**config.mk**
```make
export PLATFORM = sky130hd
export DESIGN_NAME = aabb_pair_collision_scanner
export DESIGN_NICKNAME = d
export VERILOG_FILES = /design/src/rtl/aabb_pkg.sv /design/src/rtl/aabb_cfg.sv /design/src/rtl/aabb_dp.sv /design/src/rtl/aabb_ctrl.sv /design/src/rtl/aabb_pair_collision_scanner.sv
export VERILOG_INCLUDE_DIRS = /design/src /design/src/rtl
export SDC_FILE = /design/constraint.sdc
export NUM_CORES = 2
export LEC_CHECK = 0
export ABC_CLOCK_PERIOD_IN_PS = 9500
export BUFFER_PORTS_ARGS = -buffer_cell sky130_fd_sc_hd__buf_2
export CORE_UTILIZATION = 65
export CTS_BUF_LIST = sky130_fd_sc_hd__clkbuf_4
export DETAILED_ROUTE_END_ITERATION = 6
export MAX_ROUTING_LAYER = met4
export PLACE_DENSITY = 0.84
export SETUP_SLACK_MARGIN = 0.3
export SYNTH_ARGS = -nofsm -noshare
export SYNTH_HDL_FRONTEND = slang
export SYNTH_HIERARCHICAL = 1
export SYNTH_SLANG_ARGS = --single-unit
```
**constraint.sdc**
```tcl
create_clock -name clk -period 9.5 [get_ports clk]
set_input_delay 0.95 -clock clk [delete_from_list [all_inputs] [get_ports clk]]
set_output_delay 0.95 -clock clk [all_outputs]
set_load 0.02 [all_outputs]
```
**src/rtl/aabb_pair_collision_scanner_defines.svh**
```systemverilog
// ============================================================================
// AABB pair collision scanner: assertion macros
// Shared property forms for the checks at the end of the top level.
// ============================================================================
`ifndef AABB_PAIR_COLLISION_SCANNER_DEFINES_SVH
`define AABB_PAIR_COLLISION_SCANNER_DEFINES_SVH

// Same-cycle implication, sampled on the rising clock edge outside reset.
`define AABB_ASSERT_NOW(name, ante, cons) \
	name: assert property (@(posedge clk) disable iff (!arst_n) (ante) |-> (cons)) \
		else $error("aabb scanner: same-cycle check failed");

// Next-cycle implication, sampled on the rising clock edge outside reset.
`define AABB_ASSERT_NEXT(name, ante, cons) \
	name: assert property (@(posedge clk) disable iff (!arst_n) (ante) |=> (cons)) \
		else $error("aabb scanner: next-cycle check failed");

`endif

```
**src/rtl/aabb_pkg.sv**
```systemverilog
// ============================================================================
// AABB scanner package
// Sizes, codes and the command and status bundles shared by the modules.
// ============================================================================
package aabb_pkg;

	// Table and rule matrix dimensions.
	localparam int MAX_SLOTS  = 32;
	localparam int NUM_TYPES  = 11;
	localparam int IDX_W      = (MAX_SLOTS > 1) ? $clog2(MAX_SLOTS) : 1;

	// Field widths.
	localparam int SLOT_W     = 5;
	localparam int COORD_W    = 16;
	localparam int SIZE_W     = 12;
	localparam int CLASS_W    = 4;
	localparam int EDGE_W     = COORD_W + 1;
	localparam int RULE_LO_W  = 64;
	localparam int RULE_HI_W  = 57;
	localparam int RULE_W     = RULE_LO_W + RULE_HI_W;
	localparam int RULE_IDX_W = $clog2(RULE_W);
	localparam int PADDR_W    = 4;
	localparam int PDATA_W    = 64;

	// Input action codes.
	typedef enum logic [1:0] {
		ACT_ADD    = 2'd0,
		ACT_REMOVE = 2'd1,
		ACT_MOVE   = 2'd2,
		ACT_SCAN   = 2'd3
	} action_t;

	// Result kind codes.
	typedef enum logic [1:0] {
		KIND_ACK   = 2'd0,
		KIND_EVENT = 2'd1,
		KIND_DONE  = 2'd2
	} kind_t;

	// Which result the datapath loads into the output register.
	typedef enum logic [2:0] {
		EMIT_ACK   = 3'd0,
		EMIT_ADDED = 3'd1,
		EMIT_FULL  = 3'd2,
		EMIT_EV_A  = 3'd3,
		EMIT_EV_B  = 3'd4,
		EMIT_DONE  = 3'd5
	} emit_t;

	// Rectangle as held in the table.
	typedef struct packed {
		logic [COORD_W-1:0] left;
		logic [COORD_W-1:0] top;
		logic [SIZE_W-1:0]  width;
		logic [SIZE_W-1:0]  height;
	} rect_t;

	// Collider attributes that a move leaves alone.
	typedef struct packed {
		logic [CLASS_W-1:0] cls;
		logic               listens;
	} attr_t;

	// Controller to datapath commands.
	typedef struct packed {
		logic  capture;
		logic  k_clear;
		logic  k_load_slot;
		logic  k_inc;
		logic  rd_slot;
		logic  load_base;
		logic  add_write;
		logic  move_write;
		logic  remove;
		logic  emit;
		emit_t emit_sel;
	} dp_cmd_t;

	// Datapath to controller status.
	typedef struct packed {
		action_t action;
		logic    slot_in_range;
		logic    slot_ok;
		logic    k_free;
		logic    k_last;
		logic    hit_a;
		logic    hit_b;
	} dp_status_t;

endpackage

```
**src/rtl/aabb_cfg.sv**
```systemverilog
// ============================================================================
// AABB scanner rule registers
// APB-style register port holding the flattened pair notification matrix.
// ============================================================================
module aabb_cfg
	import aabb_pkg::*;
(
	input  logic               clk,
	input  logic               arst_n,
	input  logic               psel,
	input  logic               penable,
	input  logic               pwrite,
	input  logic [PADDR_W-1:0] paddr,
	input  logic [PDATA_W-1:0] pwdata,
	output logic [PDATA_W-1:0] prdata,
	output logic [RULE_W-1:0]  rules
);

	logic [RULE_LO_W-1:0] rules_lo_q;
	logic [RULE_HI_W-1:0] rules_hi_q;
	logic                 wr_en;
	logic                 sel_hi;

	// Registers sit on 8-byte boundaries; bit 3 picks the register.
	assign wr_en  = psel & penable & pwrite;
	assign sel_hi = paddr[3];

	// Register writes.
	always_ff @(posedge clk or negedge arst_n) begin
		if (!arst_n) begin
			rules_lo_q <= '0;
			rules_hi_q <= '0;
		end else if (wr_en) begin
			if (sel_hi) begin
				rules_hi_q <= pwdata[RULE_HI_W-1:0];
			end else begin
				rules_lo_q <= pwdata[RULE_LO_W-1:0];
			end
		end
	end

	// Read back.
	assign prdata = sel_hi ? {{(PDATA_W-RULE_HI_W){1'b0}}, rules_hi_q} : rules_lo_q;
	assign rules  = {rules_hi_q, rules_lo_q};

endmodule

```
**src/rtl/aabb_dp.sv**
```systemverilog
// ============================================================================
// AABB scanner datapath
// Collider table memories, valid bits, slot counter, overlap and rule test,
// and the result register.
// ============================================================================
module aabb_dp
	import aabb_pkg::*;
(
	input  logic                      clk,
	input  logic                      arst_n,
	input  logic [1:0]                action,
	input  logic [SLOT_W-1:0]         slot,
	input  logic signed [COORD_W-1:0] pos_x,
	input  logic signed [COORD_W-1:0] pos_y,
	input  logic [SIZE_W-1:0]         size_w,
	input  logic [SIZE_W-1:0]         size_h,
	input  logic [CLASS_W-1:0]        obj_type,
	input  logic                      has_listener,
	input  logic [RULE_W-1:0]         rules,
	input  dp_cmd_t                   cmd,
	output dp_status_t                status,
	output logic [1:0]                kind,
	output logic [SLOT_W-1:0]         slot_a,
	output logic [SLOT_W-1:0]         slot_b,
	output logic                      table_full,
	output logic                      last
);

	// Look up one rule bit; classes outside the matrix read as clear.
	function automatic logic rule_lookup(
		input logic [RULE_W-1:0]  r,
		input logic [CLASS_W-1:0] notified,
		input logic [CLASS_W-1:0] other
	);
		logic [RULE_IDX_W-1:0] bit_idx;
		logic                  in_matrix;
		bit_idx   = RULE_IDX_W'(notified) * RULE_IDX_W'(NUM_TYPES) + RULE_IDX_W'(other);
		in_matrix = (notified < CLASS_W'(NUM_TYPES)) && (other < CLASS_W'(NUM_TYPES));
		return in_matrix ? r[bit_idx] : 1'b0;
	endfunction

	// Captured input transaction.
	action_t            action_q;
	logic [SLOT_W-1:0]  slot_q;
	rect_t              rect_in_q;
	attr_t              attr_in_q;

	// Table storage.
	rect_t              rect_mem [MAX_SLOTS];
	attr_t              attr_mem [MAX_SLOTS];
	rect_t              rect_rd_q;
	attr_t              attr_rd_q;
	logic [MAX_SLOTS-1:0] valid_q;

	// Scan base collider.
	rect_t              base_rect_q;
	attr_t              base_attr_q;

	// Slot counter and addressing.
	logic [IDX_W-1:0]   k_q;
	logic [IDX_W-1:0]   k_next;
	logic [IDX_W-1:0]   slot_idx;
	logic [IDX_W-1:0]   rd_idx;
	logic [IDX_W-1:0]   wr_idx;
	logic               rect_we;
	logic               attr_we;

	// Overlap terms.
	logic signed [EDGE_W-1:0] a_left, a_top, a_right, a_bottom;
	logic signed [EDGE_W-1:0] b_left, b_top, b_right, b_bottom;
	logic                     overlap;
	logic                     pair_live;

	// Result register.
	kind_t              kind_q;
	logic [SLOT_W-1:0]  slot_a_q;
	logic [SLOT_W-1:0]  slot_b_q;
	logic               full_q;
	logic               last_q;

	// Capture the accepted transaction.
	always_ff @(posedge clk) begin
		if (cmd.capture) begin
			action_q  <= action_t'(action);
			slot_q    <= slot;
			rect_in_q <= '{left: pos_x, top: pos_y, width: size_w, height: size_h};
			attr_in_q <= '{cls: obj_type, listens: has_listener};
		end
	end

	assign slot_idx = slot_q[IDX_W-1:0];
	assign k_next   = IDX_W'(k_q + 1'b1);

	// Slot counter used by the free-slot search and the scan.
	always_ff @(posedge clk or negedge arst_n) begin
		if (!arst_n) begin
			k_q <= '0;
		end else if (cmd.k_clear) begin
			k_q <= '0;
		end else if (cmd.k_load_slot) begin
			k_q <= slot_idx;
		end else if (cmd.k_inc) begin
			k_q <= k_next;
		end
	end

	// Valid bits: set by an add, cleared by a remove.
	always_ff @(posedge clk or negedge arst_n) begin
		if (!arst_n) begin
			valid_q <= '0;
		end else begin
			if (cmd.add_write) begin
				valid_q[k_q] <= 1'b1;
			end
			if (cmd.remove) begin
				valid_q[slot_idx] <= 1'b0;
			end
		end
	end

	// Memory addressing: the read address runs one step ahead when the counter moves.
	assign rd_idx  = cmd.k_inc ? k_next : (cmd.rd_slot ? slot_idx : k_q);
	assign wr_idx  = cmd.add_write ? k_q : slot_idx;
	assign rect_we = cmd.add_write | cmd.move_write;
	assign attr_we = cmd.add_write;

	// Rectangle memory with registered read.
	always_ff @(posedge clk) begin
		if (rect_we) begin
			rect_mem[wr_idx] <= rect_in_q;
		end
		rect_rd_q <= rect_mem[rd_idx];
	end

	// Attribute memory with registered read.
	always_ff @(posedge clk) begin
		if (attr_we) begin
			attr_mem[wr_idx] <= attr_in_q;
		end
		attr_rd_q <= attr_mem[rd_idx];
	end

	// Hold the collider that the scan starts from.
	always_ff @(posedge clk) begin
		if (cmd.load_base) begin
			base_rect_q <= rect_rd_q;
			base_attr_q <= attr_rd_q;
		end
	end

	// Closed-extent overlap between the base and the slot under the counter.
	always_comb begin
		a_left   = {base_rect_q.left[COORD_W-1], base_rect_q.left};
		a_top    = {base_rect_q.top[COORD_W-1], base_rect_q.top};
		a_right  = a_left + {{(EDGE_W-SIZE_W){1'b0}}, base_rect_q.width};
		a_bottom = a_top + {{(EDGE_W-SIZE_W){1'b0}}, base_rect_q.height};
		b_left   = {rect_rd_q.left[COORD_W-1], rect_rd_q.left};
		b_top    = {rect_rd_q.top[COORD_W-1], rect_rd_q.top};
		b_right  = b_left + {{(EDGE_W-SIZE_W){1'b0}}, rect_rd_q.width};
		b_bottom = b_top + {{(EDGE_W-SIZE_W){1'b0}}, rect_rd_q.height};
		overlap  = !((b_left > a_right) || (b_top > a_bottom) ||
			(a_left > b_right) || (a_top > b_bottom));
	end

	assign pair_live = valid_q[k_q] & overlap;

	// Status to the controller.
	always_comb begin
		status.action        = action_q;
		status.slot_in_range = ({1'b0, slot_q} < (SLOT_W+1)'(MAX_SLOTS));
		status.slot_ok       = status.slot_in_range & valid_q[slot_idx];
		status.k_free        = ~valid_q[k_q];
		status.k_last        = (k_q == IDX_W'(MAX_SLOTS - 1));
		status.hit_a         = pair_live & base_attr_q.listens &
			rule_lookup(rules, base_attr_q.cls, attr_rd_q.cls);
		status.hit_b         = pair_live & attr_rd_q.listens &
			rule_lookup(rules, attr_rd_q.cls, base_attr_q.cls);
	end

	// Result register load.
	always_ff @(posedge clk) begin
		if (cmd.emit) begin
			kind_q   <= KIND_ACK;
			slot_a_q <= '0;
			slot_b_q <= '0;
			full_q   <= 1'b0;
			last_q   <= 1'b1;
			unique case (cmd.emit_sel)
				EMIT_ACK: begin
				end
				EMIT_ADDED: begin
					slot_a_q <= SLOT_W'(k_q);
				end
				EMIT_FULL: begin
					full_q <= 1'b1;
				end
				EMIT_EV_A: begin
					kind_q   <= KIND_EVENT;
					slot_a_q <= SLOT_W'(slot_idx);
					slot_b_q <= SLOT_W'(k_q);
					last_q   <= 1'b0;
				end
				EMIT_EV_B: begin
					kind_q   <= KIND_EVENT;
					slot_a_q <= SLOT_W'(k_q);
					slot_b_q <= SLOT_W'(slot_idx);
					last_q   <= 1'b0;
				end
				EMIT_DONE: begin
					kind_q <= KIND_DONE;
				end
				default: begin
				end
			endcase
		end
	end

	assign kind       = kind_q;
	assign slot_a     = slot_a_q;
	assign slot_b     = slot_b_q;
	assign table_full = full_q;
	assign last       = last_q;

endmodule

```
**src/rtl/aabb_ctrl.sv**
```systemverilog
// ============================================================================
// AABB scanner controller
// Sequences each transaction through decode, then acknowledge, free-slot search
// or pair scan, and owns the result valid flag.
// ============================================================================
module aabb_ctrl
	import aabb_pkg::*;
(
	input  logic       clk,
	input  logic       arst_n,
	input  logic       cmd_valid,
	output logic       cmd_stall,
	output logic       res_valid,
	input  logic       res_stall,
	input  dp_status_t status,
	output dp_cmd_t    cmd
);

	typedef enum logic [6:0] {
		ST_IDLE      = 7'b0000001,
		ST_DECODE    = 7'b0000010,
		ST_ACK       = 7'b0000100,
		ST_ADD       = 7'b0001000,
		ST_SCAN_BASE = 7'b0010000,
		ST_SCAN      = 7'b0100000,
		ST_DONE      = 7'b1000000
	} state_t;

	state_t state_q, state_d;
	logic   res_valid_q;
	logic   sent_a_q, sent_a_d;
	logic   out_free;
	logic   advance;

	// The result register can take a new transaction when empty or draining.
	assign out_free  = ~res_valid_q | ~res_stall;
	assign cmd_stall = (state_q != ST_IDLE);
	assign res_valid = res_valid_q;

	// Next state and commands.
	always_comb begin
		state_d      = state_q;
		sent_a_d     = sent_a_q;
		advance      = 1'b0;
		cmd          = '0;
		cmd.emit_sel = EMIT_ACK;
		unique case (state_q)
			ST_IDLE: begin
				if (cmd_valid) begin
					cmd.capture = 1'b1;
					state_d     = ST_DECODE;
				end
			end
			ST_DECODE: begin
				unique case (status.action)
					ACT_ADD: begin
						cmd.k_clear = 1'b1;
						state_d     = ST_ADD;
					end
					ACT_REMOVE: begin
						cmd.remove = status.slot_in_range;
						state_d    = ST_ACK;
					end
					ACT_MOVE: begin
						cmd.move_write = status.slot_ok;
						state_d        = ST_ACK;
					end
					ACT_SCAN: begin
						if (status.slot_ok) begin
							cmd.rd_slot     = 1'b1;
							cmd.k_load_slot = 1'b1;
							state_d         = ST_SCAN_BASE;
						end else begin
							state_d = ST_DONE;
						end
					end
					default: begin
						state_d = ST_IDLE;
					end
				endcase
			end
			ST_ACK: begin
				if (out_free) begin
					cmd.emit     = 1'b1;
					cmd.emit_sel = EMIT_ACK;
					state_d      = ST_IDLE;
				end
			end
			ST_ADD: begin
				// Walk the slots from the bottom until a free one turns up or the last is reached.
				if (status.k_free) begin
					if (out_free) begin
						cmd.add_write = 1'b1;
						cmd.emit      = 1'b1;
						cmd.emit_sel  = EMIT_ADDED;
						state_d       = ST_IDLE;
					end
				end else if (status.k_last) begin
					if (out_free) begin
						cmd.emit     = 1'b1;
						cmd.emit_sel = EMIT_FULL;
						state_d      = ST_IDLE;
					end
				end else begin
					cmd.k_inc = 1'b1;
				end
			end
			ST_SCAN_BASE: begin
				cmd.load_base = 1'b1;
				sent_a_d      = 1'b0;
				if (status.k_last) begin
					state_d = ST_DONE;
				end else begin
					cmd.k_inc = 1'b1;
					state_d   = ST_SCAN;
				end
			end
			ST_SCAN: begin
				// Up to two events per pair: base notified first, then the other slot.
				if (status.hit_a && !sent_a_q) begin
					if (out_free) begin
						cmd.emit     = 1'b1;
						cmd.emit_sel = EMIT_EV_A;
						if (status.hit_b) begin
							sent_a_d = 1'b1;
						end else begin
							advance = 1'b1;
						end
					end
				end else if (status.hit_b) begin
					if (out_free) begin
						cmd.emit     = 1'b1;
						cmd.emit_sel = EMIT_EV_B;
						advance      = 1'b1;
					end
				end else begin
					advance = 1'b1;
				end
				if (advance) begin
					sent_a_d = 1'b0;
					if (status.k_last) begin
						state_d = ST_DONE;
					end else begin
						cmd.k_inc = 1'b1;
					end
				end
			end
			ST_DONE: begin
				if (out_free) begin
					cmd.emit     = 1'b1;
					cmd.emit_sel = EMIT_DONE;
					state_d      = ST_IDLE;
				end
			end
			default: begin
				state_d = ST_IDLE;
			end
		endcase
	end

	// Control registers.
	always_ff @(posedge clk or negedge arst_n) begin
		if (!arst_n) begin
			state_q     <= ST_IDLE;
			sent_a_q    <= 1'b0;
			res_valid_q <= 1'b0;
		end else begin
			state_q     <= state_d;
			sent_a_q    <= sent_a_d;
			res_valid_q <= cmd.emit | (res_valid_q & res_stall);
		end
	end

endmodule

```
**src/rtl/aabb_pair_collision_scanner.sv**
```systemverilog
// ============================================================================
// AABB pair collision scanner
// Table of rectangle colliders with add, remove, move and a pair scan that
// reports rule-filtered overlap events followed by a done transaction.
// ============================================================================
//
//   Port group    Direction  Handshake            Payload
//   cmd           in         cmd_valid/cmd_stall  action slot pos_x pos_y size_w size_h
//                                                 obj_type has_listener
//   res           out        res_valid/res_stall  kind slot_a slot_b table_full last
//   apb           in/out     psel/penable/pready  paddr pwdata prdata
//
// Remove and move go from acceptance through decode to an acknowledge state.
// Add walks up from slot 0 past occupied slots to the first free one, or reports full.
// A scan of slot i compares it with each slot above i; the slot memory gives one entry
// a cycle unless a stalled result or a pair notifying both sides holds the counter.
// One transaction is in flight at a time; a stalled result holds the sequencer.
// Reset clears the valid bits and rule registers at once; no clearing pass.
//
`include "aabb_pair_collision_scanner_defines.svh"

module aabb_pair_collision_scanner
	import aabb_pkg::*;
(
	input  logic                      clk,
	input  logic                      arst_n,
	// Command channel
	input  logic                      cmd_valid,
	output logic                      cmd_stall,
	input  logic [1:0]                action,
	input  logic [SLOT_W-1:0]         slot,
	input  logic signed [COORD_W-1:0] pos_x,
	input  logic signed [COORD_W-1:0] pos_y,
	input  logic [SIZE_W-1:0]         size_w,
	input  logic [SIZE_W-1:0]         size_h,
	input  logic [CLASS_W-1:0]        obj_type,
	input  logic                      has_listener,
	// Result channel
	output logic                      res_valid,
	input  logic                      res_stall,
	output logic [1:0]                kind,
	output logic [SLOT_W-1:0]         slot_a,
	output logic [SLOT_W-1:0]         slot_b,
	output logic                      table_full,
	output logic                      last,
	// Register port
	input  logic                      psel,
	input  logic                      penable,
	input  logic                      pwrite,
	input  logic [PADDR_W-1:0]        paddr,
	input  logic [PDATA_W-1:0]        pwdata,
	output logic [PDATA_W-1:0]        prdata,
	output logic                      pready
);

	logic [RULE_W-1:0] rules;
	dp_cmd_t           dp_cmd;
	dp_status_t        dp_status;

	assign pready = 1'b1;

	// Rule registers.
	aabb_cfg u_cfg (
		.clk     (clk),
		.arst_n  (arst_n),
		.psel    (psel),
		.penable (penable),
		.pwrite  (pwrite),
		.paddr   (paddr),
		.pwdata  (pwdata),
		.prdata  (prdata),
		.rules   (rules)
	);

	// Sequencer.
	aabb_ctrl u_ctrl (
		.clk       (clk),
		.arst_n    (arst_n),
		.cmd_valid (cmd_valid),
		.cmd_stall (cmd_stall),
		.res_valid (res_valid),
		.res_stall (res_stall),
		.status    (dp_status),
		.cmd       (dp_cmd)
	);

	// Table and compare datapath.
	aabb_dp u_dp (
		.clk          (clk),
		.arst_n       (arst_n),
		.action       (action),
		.slot         (slot),
		.pos_x        (pos_x),
		.pos_y        (pos_y),
		.size_w       (size_w),
		.size_h       (size_h),
		.obj_type     (obj_type),
		.has_listener (has_listener),
		.rules        (rules),
		.cmd          (dp_cmd),
		.status       (dp_status),
		.kind         (kind),
		.slot_a       (slot_a),
		.slot_b       (slot_b),
		.table_full   (table_full),
		.last         (last)
	);

	// A result is only loaded when the output register is free or draining.
	`AABB_ASSERT_NOW(a_emit_into_free, dp_cmd.emit, !res_valid || !res_stall)
	// An accepted command raises the stall in the next cycle, blocking the next one.
	`AABB_ASSERT_NEXT(a_one_in_flight, cmd_valid && !cmd_stall, cmd_stall)
	// Events pair two different slots and never close a transaction.
	`AABB_ASSERT_NOW(a_event_shape, res_valid && kind == KIND_EVENT, !last && slot_a != slot_b)

endmodule

```
# Word-level counts from Yosys, hierarchy flattened
# Memory sizes are Yosys's and may differ from the RTL's. A register that Yosys moved wholly into a read port is not among the register bits.
# Index checks and enable logic that the tools add are counted.
# totals
regBits,310
latchBits,0
ram_bits,1952
romBits,0
input_bits,143
output_inout_bits,81
wordCells,191
mem_count,2
# classes
n_addsub,7
multipliers,2
n_div,0
order_cmp,12
n_eq_ne,24
n_shift,0
n_mux,81
bitwise,17
n_reduce_logical,20
# mem_list
name,depth,width,rd,rd_ports_with_merged_regs,write_ports,line,text
u_dp.rect_mem,32,56,1,1,1,aabb_dp.sv:49,rect_t rect_mem [MAX_SLOTS];
u_dp.attr_mem,32,5,1,1,1,aabb_dp.sv:50,attr_t attr_mem [MAX_SLOTS];
# op_table
cell,n
adder 16 x 13 -> 17 bit,4
> comparator 16 x 17 -> 1 bit,4
two-way mux 32 bit,2
two-way mux 64 bit,1
two-way mux 7 bit,8
one-hot mux 7 bit (6 select lines),1
two-way mux 4 bit,10
two-way mux 1 bit,38
bitwise AND 32 bit,1
NOT 32 bit,1
bitwise OR 32 bit,1
two-way mux 5 bit,6
one-hot mux 7 bit (3 select lines),1
one-hot mux 5 bit (2 select lines),2
less-than comparator 7 x 8 -> 1 bit (second input constant),2
one-hot mux 4 bit (4 select lines),1
adder 7 x 4 -> 7 bit,2
binary-select mux 1 bit (select 7 bit),2
multiplier 4 x 4 -> 7 bit (second input constant),2
less-than comparator 5 x 6 -> 1 bit (second input constant),2
binary-select mux 1 bit (select 5 bit),2
demux 1 bit (select 5 bit),2
greater-or-equal comparator 5 x 1 -> 1 bit (second input constant),2
bitwise AND 1 bit,8
36 further kinds,58

# Longest topological paths before layout
# depth
ltp_word,18
ltp_mapped,35
ltp_nobuf,32

# Modules after synthesis
# Netlist, hierarchy kept.
# by_module_without_submodules
module,instances,cells_per_inst,area_per_inst_um2,seq_area_each_um2
aabb_dp,1,4732,88936.5,65057.4
aabb_cfg,1,328,5587.9,3027.9
aabb_ctrl,1,104,813.3,226.5
aabb_pair_collision_scanner,1,2,11.3,0.0

# Worst setup path after synthesis
# Ideal clock, no wire load.
# synth_timing
path_kind,reg-to-reg
start,"register u_dp.base_rect_q, in the netlist u_dp/a_top[0]"
end,register u_dp/attr_rd_q[3] (netlist name)
setup_time_ns,0.134
t_arrival_ns,7.233
required_time_ns,9.366
path_slack_ns,2.133
stages_incl_launch_ff,33
n_path_buf,3
period_less_slack_ns,7.367
path_cell_list,edfxtp_1 ha_1 inv_1 fa_1 nor2b_1 o21ai_0 a21boi_0 o41a_1 a221o_1 o41ai_1 nor2_1 xnor2_1 ha_1 nand3_1 nor3_1 a21boi_0 a2111oi_0 o211ai_1 a32o_1 or4_1 nor3b_1 nor2b_1 o21ai_0 nand3_1 a31oi_1 o21ai_1 clkbuf_1 clkbuf_1 buf_2 mux4_2 nand2_1 a21oi_1 or4_1
# synth_rtl
item,line,text
from (decl),aabb_dp.sv:56,rect_t base_rect_q;
from (signal assigned),aabb_dp.sv:146,base_rect_q <= rect_rd_q;

==> flow_summary.ini <==
[outcome]
status = finished with violations
violations = DRC

[finish]
layout-drive-gt1-share_pct = 32.28
syn2layout_area_growth_pct = 13.62
final_cell_mix = edfxtp_1, clkbuf_4, mux4_2
final_common_cell = edfxtp_1
final_nets = 6308

[die]
die-area_um2 = 148200
rows = 140
io_pins = 224
chipHeight_um = 385
fp.dieW_um = 385
coreArea_um2 = 145600
initial_utilization_pct = 65.50

[routing]
final_antenna_net_count = 0
drt_wl_total_um = 246600
viasPerCell = 6.649
drc = 1
wl_per_cell_um = 29.58
dr.pass1.iters = 7
drt_iter0_markers = 7189
vias = 55440

[synthesis]
syn_area_um2 = 95350
synth_sequential_area_ratio_pct = 71.64
ys.flop_type = edfxtp_1
synthXorXnorAreaFrac_pct = 0.6706
ys_warn_count = 6
synthAdderAreaFrac_pct = 2.270
synth_seq_cells = 2323
synth_top_family_by_area = multiplexers
synth_edf_count = 2095
syn_avg_cell_area_um2 = 18.46
synthArstFlopShare_pct = 7.189
yosysUniqueCellTypes = 77
synthSimpleGateAreaFrac_pct = 4.317
syn_nets = 5476
muxShareOfSynthArea_pct = 16.19
synthCells = 5166
synth-compound-area-share_pct = 3.380

[grt]
grt_first_pass_wirelength_um = 355400
grt_max_degree = 92
grt_use_met3_pct = 8.183
antenna_found_initial = 12
grt_pass1_vias = 56535
grt_usage_pct = 34.45
busiest_layer = met2
met1_usage_pct = 43.03
grtUsageMet2_pct = 53.53
gr-total-overflow = 0

[critical_path]
crit_buf_inv = 4
path_class = register to register
critical-path-top-delay-family = compound AO/OA/AOI/OAI gates
cp_slowest_cell = or4_1
cp-start-kind = register
crit_required_ns = 10.58
crit_arrival_ns = 9.80
reg2reg_slack_ns = 0.78
critical_path_depth = 34
slowest_delay_ns = 0.67
end_kind = register
r2r-end = u_dp/b_left[14]$_DFF_P_
reg2reg_depth = 34
startpoint = u_dp/a_top[0]$_DFFE_PP_
r2r-start = u_dp/a_top[0]$_DFFE_PP_
worstPathMaxFanout = 25
timing.critical_path.to = u_dp/b_left[14]$_DFF_P_

[flow_run]
max_cap_viol_count = 0

[sta]
skew_ns = 0.1586
hold_violations = 0
final_max_slew_viol_count = 0
setup_viol_count_final = 0
relSlewSlack_pct = 6.029
fin_crit_sh_pct = 91.78
max_freq_mhz = 114.7
setup_tns_ns = 0
rsz0062_at_grt = no
whs_ns = 0.1430
worst_slew_pin_slew_ns = 1.407
post-route-min-period_ns = 8.719
finalWorstSetupSlack_ns = 0.7809

[placed_design]
gp_congestion = 0.9275
hpwl_um = 138000
pre_cts_ws_ns = 0.5084
io_buffers = 219

[worst_hold_path]
hp-class = input pin to asynchronous set/reset pin

[clock_network]
clockRootBuffer = clkbuf_4
cts_buffers = 587
htreeDepth = 6
cts_tree = built
clkTransAtPathRegs_ns = 0.07
clk_latency_ns = 1.38
clkSinkCount = 2323
cts_buffer_depth = 4

[power_and_ir_drop]
pwr_density_cell_nw_per_um2 = 266.7
power_leakage_uw = 0.03797
fin_total_pwr_uw = 28890
ir_drop_uv = 286.1
-- worst min-delay path by stage --
stage,from,end,slack (ns),cells after the start
floorplan,u_dp/attr_rd_q[0]$_DFF_P_,u_dp/base_attr_q[0]$_DFFE_PP_,0.40,0
detailed placement,u_dp/attr_rd_q[0]$_DFF_P_,u_dp/base_attr_q[0]$_DFFE_PP_,0.42,0
CTS,arst_n,u_dp/valid_q[31]$_DFF_PN0_,0.01,2
finish,arst_n,u_dp/valid_q[8]$_DFF_PN0_,0.14,2
global placement,u_dp/attr_rd_q[0]$_DFF_P_,u_dp/base_attr_q[0]$_DFFE_PP_,0.41,0
global route,arst_n,u_dp/valid_q[8]$_DFF_PN0_,0.08,2
-- state kept, by name, indices dropped and copies added, names as in the netlist, 5 cells and up --
register and cells:
u_ctrl/state_q 7, u_cfg/rules_hi_q 57, u_dp/a_top 16, u_dp/slot_b 5
u_dp/rect_rd_q 24, u_dp/attr_rd_q 5, u_dp/attr_in_q 5, u_dp/rect_mem 1792
u_cfg/rules_lo_q 64, u_dp/valid_q 32, u_dp/rect_in_q 56, u_dp/base_rect_q 24
u_dp/slot_idx 5, u_dp/b_top 16, u_dp/k_q 5, u_dp/attr_mem 160
u_dp/slot_a 5, u_dp/base_attr_q 5, u_dp/a_left 16, u_dp/b_left 16
-- per-layer routing --
layer  routed length, um  vias to the layer above
li1                    -                    22699
met1               84210                    27612
met2              120400                     4337
met3               30170                      792
met4               11870                        0
met5                   0                        -
-- layout make-up --
cell class	count	area [um^2]
Antenna cell	18	45.04
Clock buffer	839	6299
Clock inverter	155	1134
Fill cell	7950	37230
Inverter	74	277.8
Multi-Input combinational cell	2513	25940
Sequential cell	2323	68310
Tap cell	1917	2399
Timing Repair Buffer	499	3931
-- cells by family after synthesis --
kind of cell | after synthesis
compound gates | 565
fa+ha+maj | 167
other cells | 2
simple gates | 930
buf+inv | 330
xor+xnor | 73
mux | 776
flops | 2323
-- power breakdown --
group | leakage (uW) | switching [uW] | internal [uW]
combinational | 0.0121 | 3890 | 3580
sequential | 0.0214 | 941 | 12000
clock | 0.00442 | 3950 | 4570
-- what timing repair did --
action                     4_1_cts  5_1_grt
hold buffers                   134        0
buffers inserted                 0        0
hold endpoints to repair       237        0
setup endpoints to repair        0       61
gates resized for setup          0        7
-- Yosys cell counts, types with 72 or more instances --
| cell type | instances | area [um^2] |
|---|---|---|
| mux2_2 | 88 | 991.0 |
| inv_1 | 72 | 270.3 |
| edfxtp_1 | 2095 | 62910 |
| buf_2 | 75 | 375.4 |
| nor2_1 | 140 | 525.5 |
| dfrtp_1 | 166 | 4154 |
| clkbuf_1 | 117 | 439.2 |
| ha_1 | 157 | 1964 |
| a21oi_1 | 386 | 1932 |
| mux2_4 | 90 | 1351 |
| mux4_2 | 568 | 12790 |
| nand2_1 | 563 | 2113 |
-- through the flow --
| step | utilization [%] | std cells | cell area (um^2) |
|---|---|---|---|
| final | 74.43 | 8338 | 108300 |
| after global routing | 74.43 | 8338 | 108300 |
| after CTS | 74.34 | 8318 | 108200 |
| after detailed placement | 68.31 | 7190 | 99430 |
| after global placement | 68.31 | 7190 | 99430 |
| after floorplan | - | 5166 | 95350 |
Power figures use the tool's default switching activity.
